**src/rsc_pkg.sv**
```systemverilog
package rsc_pkg;

   localparam int RSC_STACK_DEPTH = 128;

   // Token modes as they arrive on the request channel.
   localparam logic [2:0] MODE_PUSH     = 3'd0;
   localparam logic [2:0] MODE_ADD      = 3'd1;
   localparam logic [2:0] MODE_SUB      = 3'd2;
   localparam logic [2:0] MODE_MUL      = 3'd3;
   localparam logic [2:0] MODE_DIV      = 3'd4;
   localparam logic [2:0] MODE_LINE_END = 3'd5;
   localparam logic [2:0] MODE_UNKNOWN  = 3'd6;

   // Result status codes.
   localparam logic [1:0] STATUS_OK       = 2'd0;
   localparam logic [1:0] STATUS_FULL     = 2'd1;
   localparam logic [1:0] STATUS_ZERO_DIV = 2'd2;
   localparam logic [1:0] STATUS_UNKNOWN  = 2'd3;

   typedef struct packed {
      logic [2:0]         mode;
      logic signed [31:0] operand;
   } req_type;

   typedef struct packed {
      logic signed [31:0] value;
      logic [1:0]         status;
   } rsp_type;

   typedef enum logic [1:0] {
      ALU_ADD,
      ALU_SUB,
      ALU_MUL,
      ALU_DIV
   } alu_op_type;

   typedef struct packed {
      logic       start;
      alu_op_type op;
   } alu_cmd_type;

   typedef struct packed {
      logic wr_en;
      logic rd_en;
   } stk_ctrl_type;

   typedef enum logic [2:0] {
      ST_IDLE,
      ST_POP_B,
      ST_TAKE_B,
      ST_POP_A,
      ST_TAKE_A,
      ST_CALC,
      ST_PUSH,
      ST_DONE
   } rsc_state_type;

endpackage

```
**src/rpn_stack_calculator_core.sv**
```systemverilog
// Throughput: one token at a time; the next token is accepted only after the result of the
// last one is loaded into the output register, so the bit-serial unit (32 steps, 48 for
// divide) sets the rate, and a result that finds a stalled beat still in the output
// register waits until that beat is taken. Reset (synchronous, active high) empties the
// stack and drops any pending result; the stack memory itself is not cleared.
module rpn_stack_calculator_core import rsc_pkg::*; #(
   parameter int STACK_DEPTH = RSC_STACK_DEPTH
) (
   input  logic    clock,
   input  logic    reset,
   input  logic    req_valid,
   output logic    req_stall,
   input  req_type req_data,
   output logic    rsp_valid,
   input  logic    rsp_stall,
   output rsp_type rsp_data
);

   localparam int AW = (STACK_DEPTH > 1) ? $clog2(STACK_DEPTH) : 1;
   localparam int CW = $clog2(STACK_DEPTH + 1);

   // Sequencer state and the token being worked on.
   rsc_state_type   state_ff,     state_in;
   logic [CW-1:0]   count_ff,     count_in;
   logic [2:0]      mode_ff,      mode_in;
   logic [31:0]     value_ff,     value_in;
   logic [1:0]      status_ff,    status_in;
   logic [31:0]     b_ff,         b_in;
   logic            hit_ff,       hit_in;

   // Output register, so a finished beat can wait while the core moves on.
   logic            rsp_valid_ff, rsp_valid_in;
   rsp_type         rsp_data_ff,  rsp_data_in;

   stk_ctrl_type    stk_ctrl;
   logic [31:0]     stk_rd_data;
   logic [AW-1:0]   top_addr;
   logic [AW-1:0]   push_addr;
   logic [CW-1:0]   count_dec;
   logic            stack_empty;
   logic            stack_room;
   logic [31:0]     popped;

   alu_cmd_type     alu_cmd;
   logic            alu_busy;
   logic [31:0]     alu_result;

   logic            req_take;
   logic            out_load;

   assign count_dec   = count_ff - CW'(1);
   assign top_addr    = count_dec[AW-1:0];
   assign push_addr   = count_ff[AW-1:0];
   assign stack_empty = (count_ff == '0);
   assign stack_room  = (count_ff < CW'(STACK_DEPTH));
   // A pop from an empty stack reads as zero.
   assign popped      = hit_ff ? stk_rd_data : 32'd0;
   assign req_take    = req_valid && !req_stall;

   rsc_stack #(
      .STACK_DEPTH (STACK_DEPTH),
      .ADDR_WIDTH  (AW)
   ) u_stack (
      .clock   (clock),
      .ctrl    (stk_ctrl),
      .wr_addr (push_addr),
      .wr_data (value_ff),
      .rd_addr (top_addr),
      .rd_data (stk_rd_data)
   );

   rsc_alu u_alu (
      .clock  (clock),
      .reset  (reset),
      .cmd    (alu_cmd),
      .a_opnd (popped),
      .b_opnd (b_ff),
      .busy   (alu_busy),
      .result (alu_result)
   );

   // Next state.
   always_comb begin
      state_in = state_ff;
      case (state_ff)
         ST_IDLE: begin
            if (req_take) begin
               case (req_data.mode)
                  MODE_PUSH:                                  state_in = ST_PUSH;
                  MODE_ADD, MODE_SUB, MODE_MUL, MODE_DIV,
                  MODE_LINE_END:                              state_in = ST_POP_B;
                  default:                                    state_in = ST_DONE;
               endcase
            end
         end
         ST_POP_B:  state_in = ST_TAKE_B;
         ST_TAKE_B: begin
            // A line end is finished once the top is read, and a zero divisor
            // aborts the divide with the dividend left in place.
            if (mode_ff == MODE_LINE_END || (mode_ff == MODE_DIV && popped == 32'd0)) begin
               state_in = ST_DONE;
            end else begin
               state_in = ST_POP_A;
            end
         end
         ST_POP_A:  state_in = ST_TAKE_A;
         ST_TAKE_A: state_in = ST_CALC;
         ST_CALC: begin
            if (!alu_busy) begin
               state_in = ST_PUSH;
            end
         end
         ST_PUSH:   state_in = ST_DONE;
         ST_DONE: begin
            if (out_load) begin
               state_in = ST_IDLE;
            end
         end
         default:   state_in = ST_IDLE;
      endcase
   end

   // Control outputs of the sequencer.
   always_comb begin
      req_stall      = 1'b1;
      stk_ctrl.rd_en = 1'b0;
      stk_ctrl.wr_en = 1'b0;
      alu_cmd.start  = 1'b0;
      alu_cmd.op     = ALU_ADD;
      out_load       = 1'b0;
      case (state_ff)
         ST_IDLE:           req_stall = 1'b0;
         ST_POP_B, ST_POP_A: stk_ctrl.rd_en = !stack_empty;
         ST_TAKE_A: begin
            alu_cmd.start = 1'b1;
            case (mode_ff)
               MODE_ADD: alu_cmd.op = ALU_ADD;
               MODE_SUB: alu_cmd.op = ALU_SUB;
               MODE_MUL: alu_cmd.op = ALU_MUL;
               default:  alu_cmd.op = ALU_DIV;
            endcase
         end
         ST_PUSH:           stk_ctrl.wr_en = stack_room;
         ST_DONE:           out_load = !rsp_valid_ff || !rsp_stall;
         default:           req_stall = 1'b1;
      endcase
   end

   // Datapath next values.
   always_comb begin
      count_in     = count_ff;
      mode_in      = mode_ff;
      value_in     = value_ff;
      status_in    = status_ff;
      b_in         = b_ff;
      hit_in       = hit_ff;
      rsp_data_in  = rsp_data_ff;
      rsp_valid_in = rsp_valid_ff && rsp_stall;

      if (req_take) begin
         mode_in = req_data.mode;
         if (req_data.mode inside {MODE_PUSH, MODE_ADD, MODE_SUB, MODE_MUL, MODE_DIV,
                                   MODE_LINE_END}) begin
            status_in = STATUS_OK;
            value_in  = req_data.operand;
         end else begin
            status_in = STATUS_UNKNOWN;
            value_in  = 32'd0;
         end
      end

      if (state_ff == ST_POP_B || state_ff == ST_POP_A) begin
         hit_in = !stack_empty;
         if (!stack_empty) begin
            count_in = count_dec;
         end
      end

      if (state_ff == ST_TAKE_B) begin
         b_in = popped;
         if (mode_ff == MODE_LINE_END) begin
            value_in = popped;
         end else if (mode_ff == MODE_DIV && popped == 32'd0) begin
            value_in  = 32'd0;
            status_in = STATUS_ZERO_DIV;
         end
      end

      if (state_ff == ST_CALC && !alu_busy) begin
         value_in = alu_result;
      end

      // After two pops an arithmetic result always finds room; only a plain
      // push can hit a full stack.
      if (state_ff == ST_PUSH) begin
         if (stack_room) begin
            count_in = count_ff + CW'(1);
         end else begin
            status_in = STATUS_FULL;
         end
      end

      if (out_load) begin
         rsp_valid_in       = 1'b1;
         rsp_data_in.value  = value_ff;
         rsp_data_in.status = status_ff;
      end
   end

   always_ff @(posedge clock) begin
      if (reset) begin
         state_ff     <= ST_IDLE;
         count_ff     <= '0;
         rsp_valid_ff <= 1'b0;
      end else begin
         state_ff     <= state_in;
         count_ff     <= count_in;
         rsp_valid_ff <= rsp_valid_in;
      end
   end

   always_ff @(posedge clock) begin
      mode_ff     <= mode_in;
      value_ff    <= value_in;
      status_ff   <= status_in;
      b_ff        <= b_in;
      hit_ff      <= hit_in;
      rsp_data_ff <= rsp_data_in;
   end

   assign rsp_valid = rsp_valid_ff;
   assign rsp_data  = rsp_data_ff;

   // The stack count never runs past the configured depth.
   a_count_bound: assert property (@(posedge clock) disable iff (reset)
      count_ff <= CW'(STACK_DEPTH))
      else $error("stack count exceeds depth");

   // The arithmetic unit only runs while the sequencer waits for it.
   a_alu_busy_in_calc: assert property (@(posedge clock) disable iff (reset)
      alu_busy |-> state_ff == ST_CALC)
      else $error("arithmetic unit busy outside calculation state");

   // A stack write never lands past the top of the memory.
   a_write_in_range: assert property (@(posedge clock) disable iff (reset)
      stk_ctrl.wr_en |-> (count_ff < CW'(STACK_DEPTH) && state_ff == ST_PUSH))
      else $error("stack write with no room");

   // A zero-divisor beat always carries a zero value.
   a_zero_div_value: assert property (@(posedge clock) disable iff (reset)
      (rsp_valid_ff && rsp_data_ff.status == STATUS_ZERO_DIV) |-> rsp_data_ff.value == 32'd0)
      else $error("zero divisor beat with nonzero value");

   // A new result never overwrites a beat that is still stalled.
   a_no_overwrite: assert property (@(posedge clock) disable iff (reset)
      out_load |-> (!rsp_valid_ff || !rsp_stall))
      else $error("output register overwritten while stalled");

endmodule

```
**src/rsc_stack.sv**
```systemverilog
module rsc_stack import rsc_pkg::*; #(
   parameter int STACK_DEPTH = RSC_STACK_DEPTH,
   parameter int ADDR_WIDTH  = $clog2(STACK_DEPTH)
) (
   input  logic                  clock,
   input  stk_ctrl_type          ctrl,
   input  logic [ADDR_WIDTH-1:0] wr_addr,
   input  logic [31:0]           wr_data,
   input  logic [ADDR_WIDTH-1:0] rd_addr,
   output logic [31:0]           rd_data
);

   // Stack storage: one write port, one registered read port.
   logic [31:0] mem_ff [STACK_DEPTH];
   logic [31:0] rd_data_ff;

   always_ff @(posedge clock) begin
      if (ctrl.wr_en) begin
         mem_ff[wr_addr] <= wr_data;
      end
   end

   always_ff @(posedge clock) begin
      if (ctrl.rd_en) begin
         rd_data_ff <= mem_ff[rd_addr];
      end
   end

   assign rd_data = rd_data_ff;

endmodule

```
**src/rsc_alu.sv**
```systemverilog
module rsc_alu import rsc_pkg::*; (
   input  logic        clock,
   input  logic        reset,
   input  alu_cmd_type cmd,
   input  logic [31:0] a_opnd,
   input  logic [31:0] b_opnd,
   output logic        busy,
   output logic [31:0] result
);

   // Add and subtract run one bit per cycle through a full adder.
   // Multiply retires one multiplier bit per cycle (shift and add).
   // Divide retires one quotient bit per cycle (restoring).

   function automatic logic [31:0] mag32(input logic [31:0] x);
      return x[31] ? (32'd0 - x) : x;
   endfunction

   function automatic logic [31:0] sat_q16(input logic neg, input logic [47:0] mag);
      logic [31:0] res;
      if (!neg) begin
         res = (mag > 48'h0000_7FFF_FFFF) ? 32'h7FFF_FFFF : mag[31:0];
      end else if (mag > 48'h0000_8000_0000) begin
         res = 32'h8000_0000;
      end else begin
         res = 32'd0 - mag[31:0];
      end
      return res;
   endfunction

   alu_op_type  op_ff,   op_in;
   logic        busy_ff, busy_in;
   logic [5:0]  cnt_ff,  cnt_in;
   logic        neg_ff,  neg_in;
   logic [32:0] acc_ff,  acc_in;
   logic [47:0] sh_ff,   sh_in;
   logic [31:0] opd_ff,  opd_in;

   logic        sum_bit;
   logic        carry_bit;
   logic [32:0] mul_sum;
   logic [32:0] div_rem;
   logic        div_ge;

   always_comb begin
      sum_bit   = sh_ff[0] ^ opd_ff[0] ^ acc_ff[0];
      carry_bit = (sh_ff[0] & opd_ff[0]) | (acc_ff[0] & (sh_ff[0] ^ opd_ff[0]));
      mul_sum   = {1'b0, acc_ff[31:0]} + (sh_ff[0] ? {1'b0, opd_ff} : 33'd0);
      div_rem   = {acc_ff[31:0], sh_ff[47]};
      div_ge    = (div_rem >= {1'b0, opd_ff});
   end

   always_comb begin
      op_in   = op_ff;
      busy_in = busy_ff;
      cnt_in  = cnt_ff;
      neg_in  = neg_ff;
      acc_in  = acc_ff;
      sh_in   = sh_ff;
      opd_in  = opd_ff;
      if (cmd.start) begin
         op_in   = cmd.op;
         busy_in = 1'b1;
         neg_in  = a_opnd[31] ^ b_opnd[31];
         acc_in  = '0;
         cnt_in  = 6'd31;
         case (cmd.op)
            ALU_ADD: begin
               sh_in  = {16'd0, a_opnd};
               opd_in = b_opnd;
            end
            ALU_SUB: begin
               sh_in  = {16'd0, a_opnd};
               opd_in = ~b_opnd;
               acc_in = 33'd1;
            end
            ALU_MUL: begin
               sh_in  = {16'd0, mag32(b_opnd)};
               opd_in = mag32(a_opnd);
            end
            default: begin
               sh_in  = {mag32(a_opnd), 16'd0};
               opd_in = mag32(b_opnd);
               cnt_in = 6'd47;
            end
         endcase
      end else if (busy_ff) begin
         cnt_in = cnt_ff - 6'd1;
         if (cnt_ff == 6'd0) begin
            busy_in = 1'b0;
         end
         case (op_ff)
            ALU_ADD, ALU_SUB: begin
               sh_in  = {16'd0, sum_bit, sh_ff[31:1]};
               opd_in = {1'b0, opd_ff[31:1]};
               acc_in = {32'd0, carry_bit};
            end
            ALU_MUL: begin
               acc_in = {1'b0, mul_sum[32:1]};
               sh_in  = {16'd0, mul_sum[0], sh_ff[31:1]};
            end
            default: begin
               acc_in = div_ge ? (div_rem - {1'b0, opd_ff}) : div_rem;
               sh_in  = {sh_ff[46:0], div_ge};
            end
         endcase
      end
   end

   always_ff @(posedge clock) begin
      if (reset) begin
         busy_ff <= 1'b0;
      end else begin
         busy_ff <= busy_in;
      end
   end

   always_ff @(posedge clock) begin
      op_ff  <= op_in;
      cnt_ff <= cnt_in;
      neg_ff <= neg_in;
      acc_ff <= acc_in;
      sh_ff  <= sh_in;
      opd_ff <= opd_in;
   end

   always_comb begin
      case (op_ff)
         ALU_ADD, ALU_SUB: result = sh_ff[31:0];
         ALU_MUL:          result = sat_q16(neg_ff, {acc_ff[31:0], sh_ff[31:16]});
         default:          result = sat_q16(neg_ff, sh_ff);
      endcase
   end

   assign busy = busy_ff;

endmodule

```
**config.mk**
```make
export PLATFORM = sky130hd
export DESIGN_NAME = rpn_stack_calculator_core
export DESIGN_NICKNAME = d
export VERILOG_FILES = /design/src/rsc_pkg.sv /design/src/rpn_stack_calculator_core.sv /design/src/rsc_stack.sv /design/src/rsc_alu.sv
export SDC_FILE = /design/constraint.sdc
export NUM_CORES = 2
export LEC_CHECK = 0
export BUFFER_PORTS_ARGS = -buffer_cell sky130_fd_sc_hd__buf_2
export CORE_MARGIN = 2
export CORE_UTILIZATION = 61
export CTS_BUF_LIST = sky130_fd_sc_hd__clkbuf_4
export DETAILED_ROUTE_END_ITERATION = 16
export PLACE_DENSITY = 0.76
export SYNTH_ARGS = -nofsm -noshare
export SYNTH_HDL_FRONTEND = slang
export SYNTH_SLANG_ARGS = --single-unit
export TNS_END_PERCENT = 5
```
**constraint.sdc**
```tcl
create_clock -name clock -period 5 [get_ports clock]
set_clock_uncertainty 0.05 [all_clocks]
set_input_delay 0.25 -clock clock [delete_from_list [all_inputs] [get_ports clock]]
set_output_delay 0.25 -clock clock [all_outputs]
set_load 0.05 [all_outputs]
```
==> metrics.md <==
| Metric | Value |
|---|---|
| Outcome | finished, final reports clean |
| Final non-filler cell total | 14016 |
| Top cells by count, synth | edfxtp_1, mux4_2, clkbuf_1 |
| WP data arrival | 5.65 ns |
| Ys async rst share | 0% |
| Num CTS Buffers | 1148 |
| CP Max Fanout | 32 |
| Post-route cell area | 198000 sq um |
| Sequential-to-total area share from yosys stat | 74.4% |
| Die H | 541 um |
| Worst Hold Class | in -> reg |
| Post-synth EDFFs | 4319 |
| Gr usage total | 34.1% |
| Most frequent cell after synthesis | edfxtp_1 |
| VDD IR max | 0.000848 V |
| Total power | 122 mW |
| Post-Place Cells | 12048 |
| Synth area leaders | edfxtp_1, mux4_2, clkbuf_1 |
| Htree depth | 7 |
| Mapped cell area | 176000 sq um |
| Remaining DRCs | 0 |
| Clk root buf | clkbuf_4 |
| Clock Sinks | 4366 |
| Fin. max-slew vios | 0 |
| CP Capture Type | register |
| First-pass GRT wire length | 691 mm |
| Synth area leader | edfxtp_1 |
| Starting Density | 61.1% |
| Largest net degree at the start of global routing | 113 |
| Slew margin rel. | 7.31% |
| Fin. Hold Viols | 0 |
| Fillers | 17502 |
| Core box area | 287000 sq um |
| Fin util | 68.8% |
| Critical Path Start Type | register |
| Setup TNS Final | 0 ns |
| Synth Warn # | 0 |
| Die width | 541 um |
| Worst Tran Pin Value | 1.39 ns |
| I/O pin cnt | 75 |
| Vias per cell | 6.91 |
| FF+latch count, synth | 4366 |
| CTS tree | built |
| Pwr/cell area | 615 nW/um^2 |
| Fmax | 218 MHz |
| Drt wl/cell | 35.0 um |
| RSZ-0062 raised after global routing | false |
| Total grt overflow | 0 |
| Multi-input logic area | 43900 sq um |
| Antenna violations before repair | 55 |
| Area growth, synth to finish | 12.6% |
| Final setup fails | 0 |
| # hold bufs at CTS | 86 |
| Share of layout cells above drive strength 1 | 36.2% |
| Site Rows | 197 |
| Cell variety after synth | 78 |
| Clk slew on worst S/H paths | 0.07 ns |
| Vias | 96783 |
| Postcts setup bufs | 0 |
| Synth top area share | 73.8% |
| Ys flop type | edfxtp_1 |
| Layout net count | 9617 |
| Post-layout minimum cycle time | 4.59 ns |
| Initial DRC count | 16499 |
| DP Area | 184000 sq um |
| DP HPWL | 283 mm |
| Wirelength, routed | 490 mm |
| Register area | 131000 sq um |
| Die ar. | 292000 sq um |
| Post-CTS sizing | 0 |
| P_leak | 62.7 nW |
| CP required | 6.06 ns |
| Clock buffer depth | 5 |
| Max-cap violation count | 0 |
| Syn Area/Cell | 21.2 sq um |
| Final Cycle Share | 91.8% |
| Vias in the first global route | 96609 |
| Pre-antenna DRT Iters | 8 |
| Worst skew pair latency | 1.67 ns |
| Port-buffer cells | 74 |
| RePlAce Congestion | 0.951 |
| DRT antenna net count | 0 |
| Mapped Nets | 8418 |
| Synth Instances | 8304 |
| Crit Path Class | reg -> reg |
state kept, by name, indices dropped and copies added, names as in the netlist, 6 cells and up:
name and count:
u_stack.mem_ff 4096, u_alu.sh_ff 48, rsp_data 34, b_ff 32, u_alu.acc_ff 32, u_alu.opd_ff 32, u_stack.rd_data 32, value_ff 32
count_ff 8, u_alu.cnt_ff 6
per-layer routing:
metal | vias to the layer above | share of wire, % | track usage, %
li1 | 38211 | - | -
met1 | 49589 | 34 | 46.9
met2 | 7999 | 47 | 51.2
met3 | 968 | 15 | 10.3
met4 | 16 | 4.2 | 15.4
met5 | - | 0.021 | 0
final cells by class:
cell class                      instances  area share, %
Timing Repair Buffer                  527           2.40
Tap cell                             3781           2.39
Antenna cell                           38         0.0481
Clock inverter                        280          0.801
Clock buffer                         1564           5.93
Inverter                               91          0.173
Multi-Input combinational cell       3369           22.2
Sequential cell                      4366           66.1
path summary, 6_finish.rpt:
kind | end | depth (start not counted) | from | slack [ns]
min | value_ff[21] | 7 | req_data[21] | 0.28
min reg2reg | rsp_data[1] | 0 | status_ff[1] | 0.38
max reg2reg | u_stack.mem_ff[69][2] | 8 | state_ff[2] | 0.41
max | u_stack.mem_ff[69][2] | 8 | state_ff[2] | 0.41
logic make-up after synthesis:
| kind of cell | count (synthesis) | synth area share [%] |
|---|---|---|
| simple gates | 940 | 2.44 |
| xor+xnor | 127 | 0.633 |
| mux | 1433 | 17.8 |
| flops | 4366 | 74.4 |
| buf+inv | 569 | 1.31 |
| fa+ha+maj | 75 | 0.547 |
| compound gates | 794 | 2.96 |
through the flow:
stage               hold slack (ns)  setup slack [ns]
floorplan                     0.272             0.495
global placement              0.365             0.755
detailed placement            0.370             0.714
CTS                          0.0565             0.569
global route                  0.193             0.356
finish                        0.284             0.409
layout by cell type (no fill, tap or decap), types with 88 or more instances in the layout:
cell type and n:
edfxtp_1 4319, clkbuf_4 1564, mux4_2 1344, buf_4 305, nand2_1 290, a21oi_1 234, clkinv_1 206, nor2_1 172
o21ai_0 148, nor2_4 129, inv_1 88
critical path, cell delays in order, from the launching register on:
cell	delay, ns
dfxtp_1	0.51
nor2b_1	0.44
nand2_1	0.35
nor2_1	0.48
and2_1	0.45
nand2_2	0.54
buf_4	0.46
nor2_4	0.14
buf_4	0.58
report_power, final:
group	switching (mW)	internal, mW
logic	26.2	15.8
registers	4.01	46.4
clock network	14.0	15.3
total	44.2	77.5
(Power assumes the default switching activity.)
